[src/sv/lmo_pkg.sv]
// Shared constants, command codes and handshake structs for the logistic map oscillator.
// No dependencies; imported by lmo_ctrl, lmo_dp and logistic_map_oscillator.
`default_nettype none

package lmo_pkg;

    localparam int EXP_TABLE_BITS = 8;
    localparam int EXP_N          = 1 << EXP_TABLE_BITS;
    localparam int EXP_SH         = 16 - EXP_TABLE_BITS;

    localparam int C4_Q16    = 17145893;
    localparam int ONE_Q24   = 16777216;
    localparam int X_INIT    = 1677722;

    localparam logic [31:0] DELTA_MIN = 32'd4295;
    localparam logic [31:0] DELTA_MAX = 32'd1503238554;

    localparam int IN_TDATA_W  = 64;
    localparam int IN_TUSER_W  = 1;
    localparam int OUT_TDATA_W = 24;
    localparam int OUT_TUSER_W = 1;
    localparam int CFG_IDX_W   = 2;
    localparam int CFG_DATA_W  = 31;

    localparam logic [CFG_IDX_W-1:0] CFG_R_KNOB        = 2'd0;
    localparam logic [CFG_IDX_W-1:0] CFG_PITCH_KNOB    = 2'd1;
    localparam logic [CFG_IDX_W-1:0] CFG_VOL_KNOB      = 2'd2;
    localparam logic [CFG_IDX_W-1:0] CFG_SAMPLE_PERIOD = 2'd3;

    typedef enum logic [3:0] {
        MUL_NONE,
        MUL_DIV3,
        MUL_INTERP,
        MUL_MSP,
        MUL_QL,
        MUL_QH,
        MUL_XX,
        MUL_TL,
        MUL_TH,
        MUL_LERP,
        MUL_OL,
        MUL_OH
    } t_mul;

    typedef enum logic [3:0] {
        CAP_NONE,
        CAP_LOAD,
        CAP_OCT,
        CAP_TAB,
        CAP_MANT,
        CAP_Q,
        CAP_PL,
        CAP_PSUM,
        CAP_DELTA,
        CAP_PHASE,
        CAP_T,
        CAP_ACC,
        CAP_XSAT,
        CAP_LERP,
        CAP_OUT
    } t_cap;

    typedef struct packed {
        t_mul mul;
        t_cap cap;
    } t_cmd;

    typedef struct packed {
        logic conn;
        logic wrap;
    } t_stat;

endpackage

`default_nettype wire

[src/sv/lmo_ctrl.sv]
// Sequencer for the logistic map oscillator: steps one request through the datapath.
// Depends on lmo_pkg; drives lmo_dp through t_cmd and reads t_stat back.
`default_nettype none

module lmo_ctrl (
    input  wire logic          i_clk,
    input  wire logic          i_rst_n,
    input  wire logic          i_in_valid,
    output logic               o_in_ready,
    output logic               o_out_valid,
    input  wire logic          i_out_ready,
    output lmo_pkg::t_cmd      o_cmd,
    input  wire lmo_pkg::t_stat i_stat
);
    import lmo_pkg::*;

    typedef enum logic [4:0] {
        ST_IDLE,
        ST_OCT,
        ST_TAB,
        ST_INT,
        ST_MANT,
        ST_MSP,
        ST_Q,
        ST_QL,
        ST_QH,
        ST_PSUM,
        ST_DELTA,
        ST_PHASE,
        ST_XX,
        ST_T,
        ST_TL,
        ST_TH,
        ST_XSAT,
        ST_LRP,
        ST_LCAP,
        ST_OL,
        ST_OH,
        ST_OUT
    } t_state;

    t_state r_state;
    t_state n_state;
    logic   r_out_valid;
    logic   out_free;

    assign out_free    = !r_out_valid || i_out_ready;
    assign o_in_ready  = (r_state == ST_IDLE);
    assign o_out_valid = r_out_valid;

    always_comb begin
        o_cmd   = '{mul: MUL_NONE, cap: CAP_NONE};
        n_state = r_state;
        unique case (r_state)
            ST_IDLE: begin
                if (i_in_valid) begin
                    o_cmd   = '{mul: MUL_DIV3, cap: CAP_LOAD};
                    n_state = ST_OCT;
                end
            end
            ST_OCT: begin
                o_cmd.cap = CAP_OCT;
                n_state   = ST_TAB;
            end
            ST_TAB: begin
                o_cmd.cap = CAP_TAB;
                n_state   = ST_INT;
            end
            ST_INT: begin
                o_cmd.mul = MUL_INTERP;
                n_state   = ST_MANT;
            end
            ST_MANT: begin
                o_cmd.cap = CAP_MANT;
                n_state   = ST_MSP;
            end
            ST_MSP: begin
                o_cmd.mul = MUL_MSP;
                n_state   = ST_Q;
            end
            ST_Q: begin
                o_cmd.cap = CAP_Q;
                n_state   = ST_QL;
            end
            ST_QL: begin
                o_cmd.mul = MUL_QL;
                n_state   = ST_QH;
            end
            ST_QH: begin
                o_cmd   = '{mul: MUL_QH, cap: CAP_PL};
                n_state = ST_PSUM;
            end
            ST_PSUM: begin
                o_cmd.cap = CAP_PSUM;
                n_state   = ST_DELTA;
            end
            ST_DELTA: begin
                o_cmd.cap = CAP_DELTA;
                n_state   = ST_PHASE;
            end
            ST_PHASE: begin
                o_cmd.cap = CAP_PHASE;
                if (!i_stat.conn) begin
                    n_state = ST_OUT;
                end else if (i_stat.wrap) begin
                    n_state = ST_XX;
                end else begin
                    n_state = ST_LRP;
                end
            end
            ST_XX: begin
                o_cmd.mul = MUL_XX;
                n_state   = ST_T;
            end
            ST_T: begin
                o_cmd.cap = CAP_T;
                n_state   = ST_TL;
            end
            ST_TL: begin
                o_cmd.mul = MUL_TL;
                n_state   = ST_TH;
            end
            ST_TH: begin
                o_cmd   = '{mul: MUL_TH, cap: CAP_ACC};
                n_state = ST_XSAT;
            end
            ST_XSAT: begin
                o_cmd.cap = CAP_XSAT;
                n_state   = ST_LRP;
            end
            ST_LRP: begin
                o_cmd.mul = MUL_LERP;
                n_state   = ST_LCAP;
            end
            ST_LCAP: begin
                o_cmd.cap = CAP_LERP;
                n_state   = ST_OL;
            end
            ST_OL: begin
                o_cmd.mul = MUL_OL;
                n_state   = ST_OH;
            end
            ST_OH: begin
                o_cmd   = '{mul: MUL_OH, cap: CAP_ACC};
                n_state = ST_OUT;
            end
            ST_OUT: begin
                if (out_free) begin
                    o_cmd.cap = CAP_OUT;
                    n_state   = ST_IDLE;
                end
            end
            default: begin
                n_state = ST_IDLE;
            end
        endcase
    end

    always_ff @(posedge i_clk) begin
        if (!i_rst_n) begin
            r_state     <= ST_IDLE;
            r_out_valid <= 1'b0;
        end else begin
            r_state <= n_state;
            if (r_state == ST_OUT && out_free) begin
                r_out_valid <= 1'b1;
            end else if (i_out_ready) begin
                r_out_valid <= 1'b0;
            end
        end
    end

endmodule

`default_nettype wire

[config.mk]
export PLATFORM = sky130hd
export DESIGN_NAME = lmo_ctrl
export DESIGN_NICKNAME = d
export VERILOG_FILES = /design/src/sv/lmo_pkg.sv /design/src/sv/lmo_ctrl.sv
export SDC_FILE = /design/constraint.sdc
export NUM_CORES = 1
export LEC_CHECK = 0
export BUFFER_PORTS_ARGS = -buffer_cell sky130_fd_sc_hd__clkbuf_2
export CAP_MARGIN = 20
export CELL_PAD_IN_SITES_DETAIL_PLACEMENT = 1
export CELL_PAD_IN_SITES_GLOBAL_PLACEMENT = 2
export CORE_ASPECT_RATIO = 0.7
export CORE_MARGIN = 2
export CORE_UTILIZATION = 31
export CTS_CLUSTER_SIZE = 8
export DETAILED_ROUTE_END_ITERATION = 8
export HOLD_SLACK_MARGIN = 0.05
export MAX_ROUTING_LAYER = met4
export PLACE_DENSITY_LB_ADDON = 0.1
export SYNTH_ARGS = -nofsm -noshare
export SYNTH_HDL_FRONTEND = slang
export SYNTH_SLANG_ARGS = --single-unit
[constraint.sdc]
create_clock -name i_clk -period 4.47 [get_ports i_clk]
set_clock_uncertainty 0.15 [all_clocks]
set_input_delay 0.894 -clock i_clk [delete_from_list [all_inputs] [get_ports i_clk]]
set_output_delay 0.894 -clock i_clk [all_outputs]
set_load 0.005 [all_outputs]
Word-level counts from Yosys, hierarchy flattened:

Cells that the tools add are included.

* memories: 0
* ROM bits: 0
* bits in registers: 6
* output and inout port bits: 10
* latch bits: 0
* RAM bits: 0
* word-level logic and storage cells: 43

* bitwise operators: 0
* order comparisons: 0
* shift operators: 0
* add/subtract/negate cells: 0
* reductions and logical operators: 7
* $mul: 0
* equal/unequal tests: 23
* multiplexer cells: 11
* divide/modulo/power cells: 0

Operator list (count)
* $pmux W5 S22: 1
* $pmux W4 S14: 1
* $pmux W4 S11: 1
* $eq A5 B4 Y1 const B: 8
* $eq A5 B5 Y1 const B: 6
* $mux W5: 5
* $eq A5 B3 Y1 const B: 4
* $eq A5 B2 Y1 const B: 2
* $eq A5 B1 Y1 const B: 1
* $logic_not A5 Y1: 1
* $mux W4: 1
* $ne A2 B2 Y1 const B: 2
* $mux W1: 2
* $reduce_and A2 Y1: 1
* $reduce_bool A2 Y1: 1
* $reduce_or A2 Y1: 1
* $logic_and A1 B1 Y1: 1
* $logic_not A1 Y1: 1
* $logic_or A1 B1 Y1: 1

Logic depth before layout (Yosys ltp):

Gate-level depths: netlist (run 1).

* depth after elaboration: 4
* mapped depth: 5

Worst setup path before layout (run 1):

No wires, ideal clock.

* path kind: input -> output
* from: input i_out_ready
* to: output o_cmd[3] (netlist bit)
* data required time: 3.426 ns
* stages on the path: 3
* arrival time: 1.487 ns
* setup slack: 1.939 ns
* buffers on the path: 0
* cell sequence: nand2b_1 a311o_1 a21o_1

RTL lines
* start, declared: RTL line lmo_ctrl.sv:11 `input wire logic i_out_ready,`
* end, declared: RTL line lmo_ctrl.sv:12 `output lmo_pkg::t_cmd o_cmd,`

==> results.ini, run 1 <==
[floorplanning]
die-area_um2=2800
fp.dieH_um=44.9
die_x_um=62.4
coreArea_um2=2210
floorplan.initialDensity_pct=33.6
rows=14
ioPinCount=16

[critical_path]
crit_required_ns=3.43
cpPeakStageDelay_ns=0.83
crit_start=r_state[4]$_SDFFE_PN0P_
crit_chain=nor2b_1, and4b_1, or3_1, clkbuf_2
worstSetupPathType=register to output pin
critPathCaptureType=output pin
rr_startpoint=r_state[4]$_SDFFE_PN0P_
startpoint_type=register
critical-path-slowest-cell=dfxtp_1
cp.arrival_ns=2.01
crit_fanout=24

[synthesis]
async_flop_share_pct=0
synth_edf_count=0
syn_area_um2=741
avgSynthCellArea_um2=7.41
yosys_warnings=0
synth_nets=106
synth_seq_cells=6
synth-main-ff-cell=dfxtp_1
netlist_instances=100
yosysSeqAreaShare_pct=16.2
synth_cell_types=41

[timing]
rsz0062_at_grt=false
report.final.slew_viol_count=0
slew_headroom_pct=42.8
timing.final.crit_share_pct=68.4
timing_worst_slew_pin_value_ns=0.857
setup_viol=0
fin_ws_ns=1.41
finalHoldViolCount=0
fmax_mhz=327
period_minus_slack_ns=3.06
tns_ns=0

[placed_design]
portBuffers=15
dpl_worst_slack_ns=1.67
place.gp.congestion=0.704
dpl.hpwl_mm=1.58

[clock_tree]
clock-sinks=6
clock_latency_ns=0.25
ctsHoldBuffers=0
cts-resized-gates=0
postCtsSetupBuffers=0
tritoncts=yes
path_clk_slew_ns=0.05
cts_buffer_depth=2
ctsHtreeMaxLevel=1
cts_root_buf=clkbuf_4
cts_inserted_buffers=3

[cells_and_area]
fillerInstances=306
final_nets=115
ff_latch_area_um2=120
post-route-util_pct=36.7
drive_above_1_share_pct=19.6
multi_input_area_um2=538
antenna-diode-count=0
area_growth_pct=9.46

[route]
drtIter0Drc=67
firstDrtPassIters=4
remaining_drc_errors=0
wirelength_mm=2.22
vias=780
viasPerCell=5.61
ant_nets=0
avgRoutedWirePerCell_um=15.9

[grt]
antenna_found_initial=0
grt_overflow=0
grt_pass1_vias=750
grt_first_pass_wirelength_mm=3.75
grt_usage_pct=17.8
grt_max_degree=26

[power_and_ir_drop]
peakVddDrop_mv=0.146
p_leak_nw=0.332
power.density_nw_per_um2=213

[run]
drv_cap=0

[hold_path]
worstHoldStart=o_out_valid$_SDFFE_PN0P_
hold_class=register to register

[outcome]
status=complete, no violations

critical path, delay by kind of cell (launching register included):
family / cells / cell delay (ns)
flip-flops: 1 / 0.83
AND/OR/NAND/NOR: 3 / 0.83
buffers and inverters: 1 / 0.11
flip-flops by register name, summed over array words and instances (netlist names):
signal / cells
o_out_valid: 1
r_state: 5
final timing paths:
check	endpoint	slack, ns	cells after the start
setup / recovery	o_cmd[4]	1.41	4
hold / removal	r_state[4]$_SDFFE_PN0P_	0.56	3
setup reg to reg	r_state[3]$_SDFFE_PN0P_	2.64	3
hold reg to reg	r_state[4]$_SDFFE_PN0P_	0.56	3
cell usage after synthesis (2+ instances only):
cell type  n  area share [%]
a21oi_1    6             4.1
dfxtp_1    6              16
buf_4      3             3.0
nand3_1    2             1.4
o22ai_1    3             2.5
nand3b_1   2             2.0
nor2_1     6             3.0
buf_2      6             4.1
nor2b_1    7             5.9
or2_1      2             1.7
nor3_1     4             2.7
nand2b_1   2             1.7
inv_1      4             2.0
and3_1     2             1.7
a211o_1    2             2.4
and3b_1    3             3.5
a31oi_1    5             4.2
o21ai_0    4             2.7
nand2_1    5             2.5
or3_1      2             1.7
a21o_1     3             3.0
a32oi_1    2             2.4
cell type report:
class | count | area share, %
Timing Repair Buffer | 15 | 9.26
Tap cell | 32 | 4.94
Clock buffer | 3 | 2.78
Multi-Input combinational cell | 79 | 66.4
Sequential cell | 6 | 14.8
Inverter | 4 | 1.85
where the power goes:
group | leakage [nW] | switching, W | total (W) | internal (W)
registers | 0.0488 | 0.0000162 | 0.0000723 | 0.0000561
clock network | 0.0138 | 0.0000222 | 0.0000527 | 0.0000306
logic | 0.270 | 0.0000233 | 0.0000475 | 0.0000242
metal layers:
metal,part of all wire (%),global-route usage [%],vias to the layer above
li1,-,-,394
met1,56,26.5,372
met2,41,25.2,14
met3,2.7,3.74,0
met4,0,2.67,0
met5,0,-,-
cell families after synthesis:
family                    Yosys count  synth area share, %
AOI/OAI and AO/OA                  34                 34.5
DFF                                 6                 16.2
and+or+nand+nor                    43                 35.8
xor gates and xnor gates            2                 2.37
buffers and inverters              15                 11.1
placed cells by master, fill, tap and decap left out, types with 2 or more instances in the layout:
cell / instances
a211o_1: 2
a21o_1: 3
a21oi_1: 6
a31oi_1: 5
a32oi_1: 2
and3_1: 2
and3b_1: 3
clkbuf_2: 15
clkbuf_4: 3
dfxtp_1: 6
inv_1: 4
nand2_1: 5
nand2b_1: 2
nand3_1: 2
nand3b_1: 2
nor2_1: 6
nor2b_1: 7
nor3_1: 4
o21ai_0: 4
o22ai_1: 3
or2_1: 2
or3_1: 2
stage by stage:
stage                     hold slack (ns)  std cells  cell area (µm²)  power, W
after floorplan                     0.472        100              741  0.000106
after global placement              0.557        136              788  0.000120
after detailed placement            0.566        136              788  0.000122
after CTS                           0.577        139              811  0.000177
after global routing                0.624        139              811  0.000187
final                               0.564        139              811  0.000173
Note: power is estimated with default switching activity, not from simulation.
==> inputs of run 2 (changes only) <==
- CORE_UTILIZATION: 31 -> 29
- clock period: 4.47 -> 2.95 ns (I/O delays scaled with it)
==> run 2 against run 1 <==
Largest power group unchanged; cell area grew 5.9%; via count grew 3.7%; total power grew 57%; sequential power grew 37%; largest cell class unchanged; cell count grew 5.8%.
==> results.ini, run 2 (synthesized netlist as in run 1, its figures left out) <==
[power_and_ir_drop]
comb_power_share_pct=33.7
sw_frac_of_total_pct=35.7
p_leak_nw=0.364
p_int_w=0.000174
finalPower_w=0.000271
power_switching_w=0.0000966
p_seq_share_pct=36.4
clock_power_share_pct=29.9
power.density_nw_per_um2=315
peakVddDrop_mv=0.101

[critical_path]
timing.critical_path.buf_inv=2
ff2ff_setup_slack_ns=1.18
crit_chain=buf_4, and4b_1, or3_1, clkbuf_2
crit_family=flip-flops
cp.arrival_ns=1.84
rr_worst_depth=4
crit_fanout=17
crit_required_ns=2.21
startpoint_type=register
worstSetupPathType=register to output pin
cp.depth=4
critPathCaptureType=output pin
cpPeakStageDelay_ns=0.66
critical-path-slowest-cell=dfxtp_1

[hold_path]
hold_class=input port to register
hold_depth=3

[clock_tree]
clock-sinks=6
ctsHtreeMaxLevel=1
clock_latency_ns=0.26
tritoncts=yes
path_clk_slew_ns=0.05
ctsHoldBuffers=0
cts_root_buf=clkbuf_4
postCtsSetupBuffers=0
cts-resized-gates=0
cts_inserted_buffers=3
cts_buffer_depth=2

[timing]
finalHoldViolCount=0
fmax_mhz=387
rsz0062_at_grt=false
timing_worst_slew_pin_value_ns=0.546
slew_headroom_pct=63.5
timing.final.crit_share_pct=87.6
tns_ns=0
setup_viol=0
period_minus_slack_ns=2.58
report.final.slew_viol_count=0

[route]
drtIter0Drc=23
ant_nets=0
remaining_drc_errors=0
wirelength_mm=2.35
vias=809
avgRoutedWirePerCell_um=16.0
firstDrtPassIters=4
viasPerCell=5.50

[grt]
grt_max_degree=18
grt_first_pass_wirelength_mm=3.80
grt_usage_pct=18.1
grt_overflow=0
antenna_found_initial=0
grt_pass1_vias=780

[cells_and_area]
area_growth_pct=15.9
antenna-diode-count=0
final_nets=121
drive_above_1_share_pct=23.9
post-route-util_pct=35.2
largest_reg_flops=5
final_common_cell=clkbuf_2
largest_register=r_state
fillerInstances=323
final_cell_mix=clkbuf_2 (15), nor2b_1 (7)

[outcome]
status=complete, no violations

[placed_design]
portBuffers=15
place.gp.congestion=0.796
dpl.hpwl_mm=1.82

[floorplanning]
die_x_um=64.4
floorplan.initialDensity_pct=30.4
die-area_um2=2980
ioPinCount=16
rows=15
coreArea_um2=2440
fp.dieH_um=46.3

[run]
drv_cap=0

==> run 2: final cells by class <==
cell class                 instances  area, µm²  share of cell area (%)
inverter                           4       15.0                    1.75
sequential                         6        120                    14.0
multi-input combinational         79        538                    62.7
timing repair buffer              21        120                    14.0
clock buffer                       3       22.5                    2.62
tap                               34       42.5                    4.96
==> run 2: metal layers <==
layer | up-vias | share of wire [%] | track usage (%)
li1 | 405 | - | -
met2 | 15 | 46 | 29.6
met4 | 0 | 0.55 | 4.26
met1 | 387 | 50 | 22.5
met3 | 2 | 3.4 | 5.13
met5 | - | 0 | -
==> run 2: worst min-delay path, stage by stage <==
cell      delay (ns)
clkbuf_2        0.11
inv_1           0.07
a31oi_1         0.04
==> run 2: worst paths after layout <==
path                           startpoint                       to
setup / recovery  r_state[0]$_SDFFE_PN0P_                 o_cmd[4]
hold reg to reg   r_state[2]$_SDFFE_PN0P_  r_state[2]$_SDFFE_PN0P_
hold / removal                    i_rst_n  r_state[2]$_SDFFE_PN0P_
setup reg to reg  r_state[3]$_SDFFE_PN0P_  r_state[0]$_SDFFE_PN0P_
==> run 2: through the flow <==
step	cells	setup WS (ns)	hold slack [ns]	cell area, µm²
2_1_floorplan	100	1.03	0.472	741
3_3_place_gp	144	0.680	0.549	836
3_5_place_dp	144	0.648	0.568	836
4_1_cts	147	0.368	0.449	858
5_1_grt	147	0.210	0.456	858
6_report	147	0.367	0.453	858
==> run 2: power groups by stage <==
stage               clock network [W]  registers, W  logic (W)
finish                      0.0000808     0.0000987  0.0000913
global route                0.0000903      0.000101   0.000102
CTS                         0.0000847     0.0000987  0.0000920
detailed placement                  0      0.000100  0.0000918
global placement                    0     0.0000998  0.0000907
floorplan                           0     0.0000914  0.0000693
==> inputs of run 3 (changes only) <==
- REMOVE_ABC_BUFFERS: default -> 1
==> run 3 against run 2 <==
Largest power group unchanged; cell count is the same; flip-flop and latch count unchanged; utilization unchanged; critical endpoint unchanged; first-iteration DRC count up 130%; count of clock-buffer cells in the layout is the same; combinational power decreased by 5.6%; global-route usage is 1.9 points lower.
==> results.ini, run 3 (synthesized netlist as in run 1, its figures left out) <==
[critical_path]
cp.arrival_ns=1.85
critPathCaptureType=output pin
cpPeakStageDelay_ns=0.67
crit_chain=buf_4, and4b_1, or3_1, clkbuf_2
timing.critical_path.buf_inv=2
worstSetupPathType=register to output pin
crit_fanout=16
crit_required_ns=2.21
critical-path-slowest-cell=dfxtp_1
crit_family=flip-flops
startpoint_type=register

[clock_tree]
path_clk_slew_ns=0.04
ctsHoldBuffers=0
cts_root_buf=clkbuf_4
cts_inserted_buffers=3
tritoncts=yes
ctsHtreeMaxLevel=1
clock-sinks=6
clock_latency_ns=0.24
postCtsSetupBuffers=0
cts-resized-gates=0
cts_buffer_depth=2

[cells_and_area]
largest_register=r_state
drive_above_1_share_pct=23.9
final_cell_mix=clkbuf_2 (15), nor2b_1 (7)
stdcell_count=147
final_common_cell=clkbuf_2
final_nets=121
antenna-diode-count=0
fillerInstances=319
largest_reg_flops=5
area_growth_pct=15.9

[hold_path]
hold_class=input port to register

[outcome]
status=complete, no violations

[route]
drtIter0Drc=54
wirelength_mm=2.18
firstDrtPassIters=4
remaining_drc_errors=0
viasPerCell=5.45
vias=801
avgRoutedWirePerCell_um=14.8
ant_nets=0

[placed_design]
dpl_worst_slack_ns=0.619
placed_cells=144
place.gp.congestion=0.799
dpl.hpwl_mm=1.62
portBuffers=15

[power_and_ir_drop]
p_leak_nw=0.364
peakVddDrop_mv=0.243
power.density_nw_per_um2=302

[floorplanning]
rows=15
coreArea_um2=2440
die_x_um=64.4
ioPinCount=16
floorplan.initialDensity_pct=30.4
die-area_um2=2980
fp.dieH_um=46.3

[grt]
grt_max_degree=25
grt_first_pass_wirelength_mm=3.59
grt_pass1_vias=699
grt_usage_pct=16.2
grt_overflow=0
antenna_found_initial=0

[timing]
slew_headroom_pct=60.6
report.final.slew_viol_count=0
tns_ns=0
fmax_mhz=387
timing.final.crit_share_pct=87.7
setup_viol=0
rsz0062_at_grt=false
period_minus_slack_ns=2.59
finalHoldViolCount=0
timing_worst_slew_pin_value_ns=0.591
fin_ws_ns=0.364

[run]
drv_cap=0

-- run 3: cell counts in the layout (fill, tap and decap cells not counted) --
No cell type changed its count.
-- run 3: path summary, 6_finish.rpt --
kind,start,endpoint,cells past startpoint,slack [ns]
setup / recovery,r_state[0]$_SDFFE_PN0P_,o_cmd[4],4,0.36
hold / removal,i_rst_n,o_out_valid$_SDFFE_PN0P_,3,0.48
setup reg to reg,r_state[0]$_SDFFE_PN0P_,r_state[1]$_SDFFE_PN0P_,4,1.11
hold reg to reg,r_state[4]$_SDFFE_PN0P_,r_state[3]$_SDFFE_PN0P_,2,0.53
-- run 3: metal layers --
metal | up-vias | GRT usage (%) | share of wire [%]
li1 | 408 | - | -
met1 | 383 | 25.4 | 55
met2 | 10 | 21.5 | 43
met3 | 0 | 3.67 | 2.3
met4 | 0 | 0 | 0
met5 | - | - | 0
-- run 3: cell type report --
cell class	instances	area, µm²	share of cell area [%]
clock buffer	3	22.5	2.62
inverter	4	15.0	1.75
multi-input combinational	79	538	62.7
sequential	6	120	14.0
tap	34	42.5	4.96
timing repair buffer	21	120	14.0
-- run 3: metrics by stage --
step	power [W]	instance area (µm²)	hold WS, ns	utilization (%)
3_5_place_dp	0.000190	836	0.526	34.3
6_report	0.000259	858	0.475	35.2
3_3_place_gp	0.000190	836	0.518	34.3
4_1_cts	0.000266	858	0.465	35.2
2_1_floorplan	0.000150	673	0.507	-
5_1_grt	0.000283	858	0.482	35.2
-- run 3: power breakdown --
group          leakage [nW]   total, W  internal [W]  switching, W
registers            0.0488   0.000102     0.0000853     0.0000168
clock network        0.0138  0.0000710     0.0000457     0.0000253
logic                 0.302  0.0000862     0.0000426     0.0000436
-- run 3: worst reg2reg max path, stage by stage, from the launching register on --
cell     delay (ns)
dfxtp_1        0.48
buf_4          0.26
or2_1          0.28
o41ai_4        0.43
nor3_1         0.11
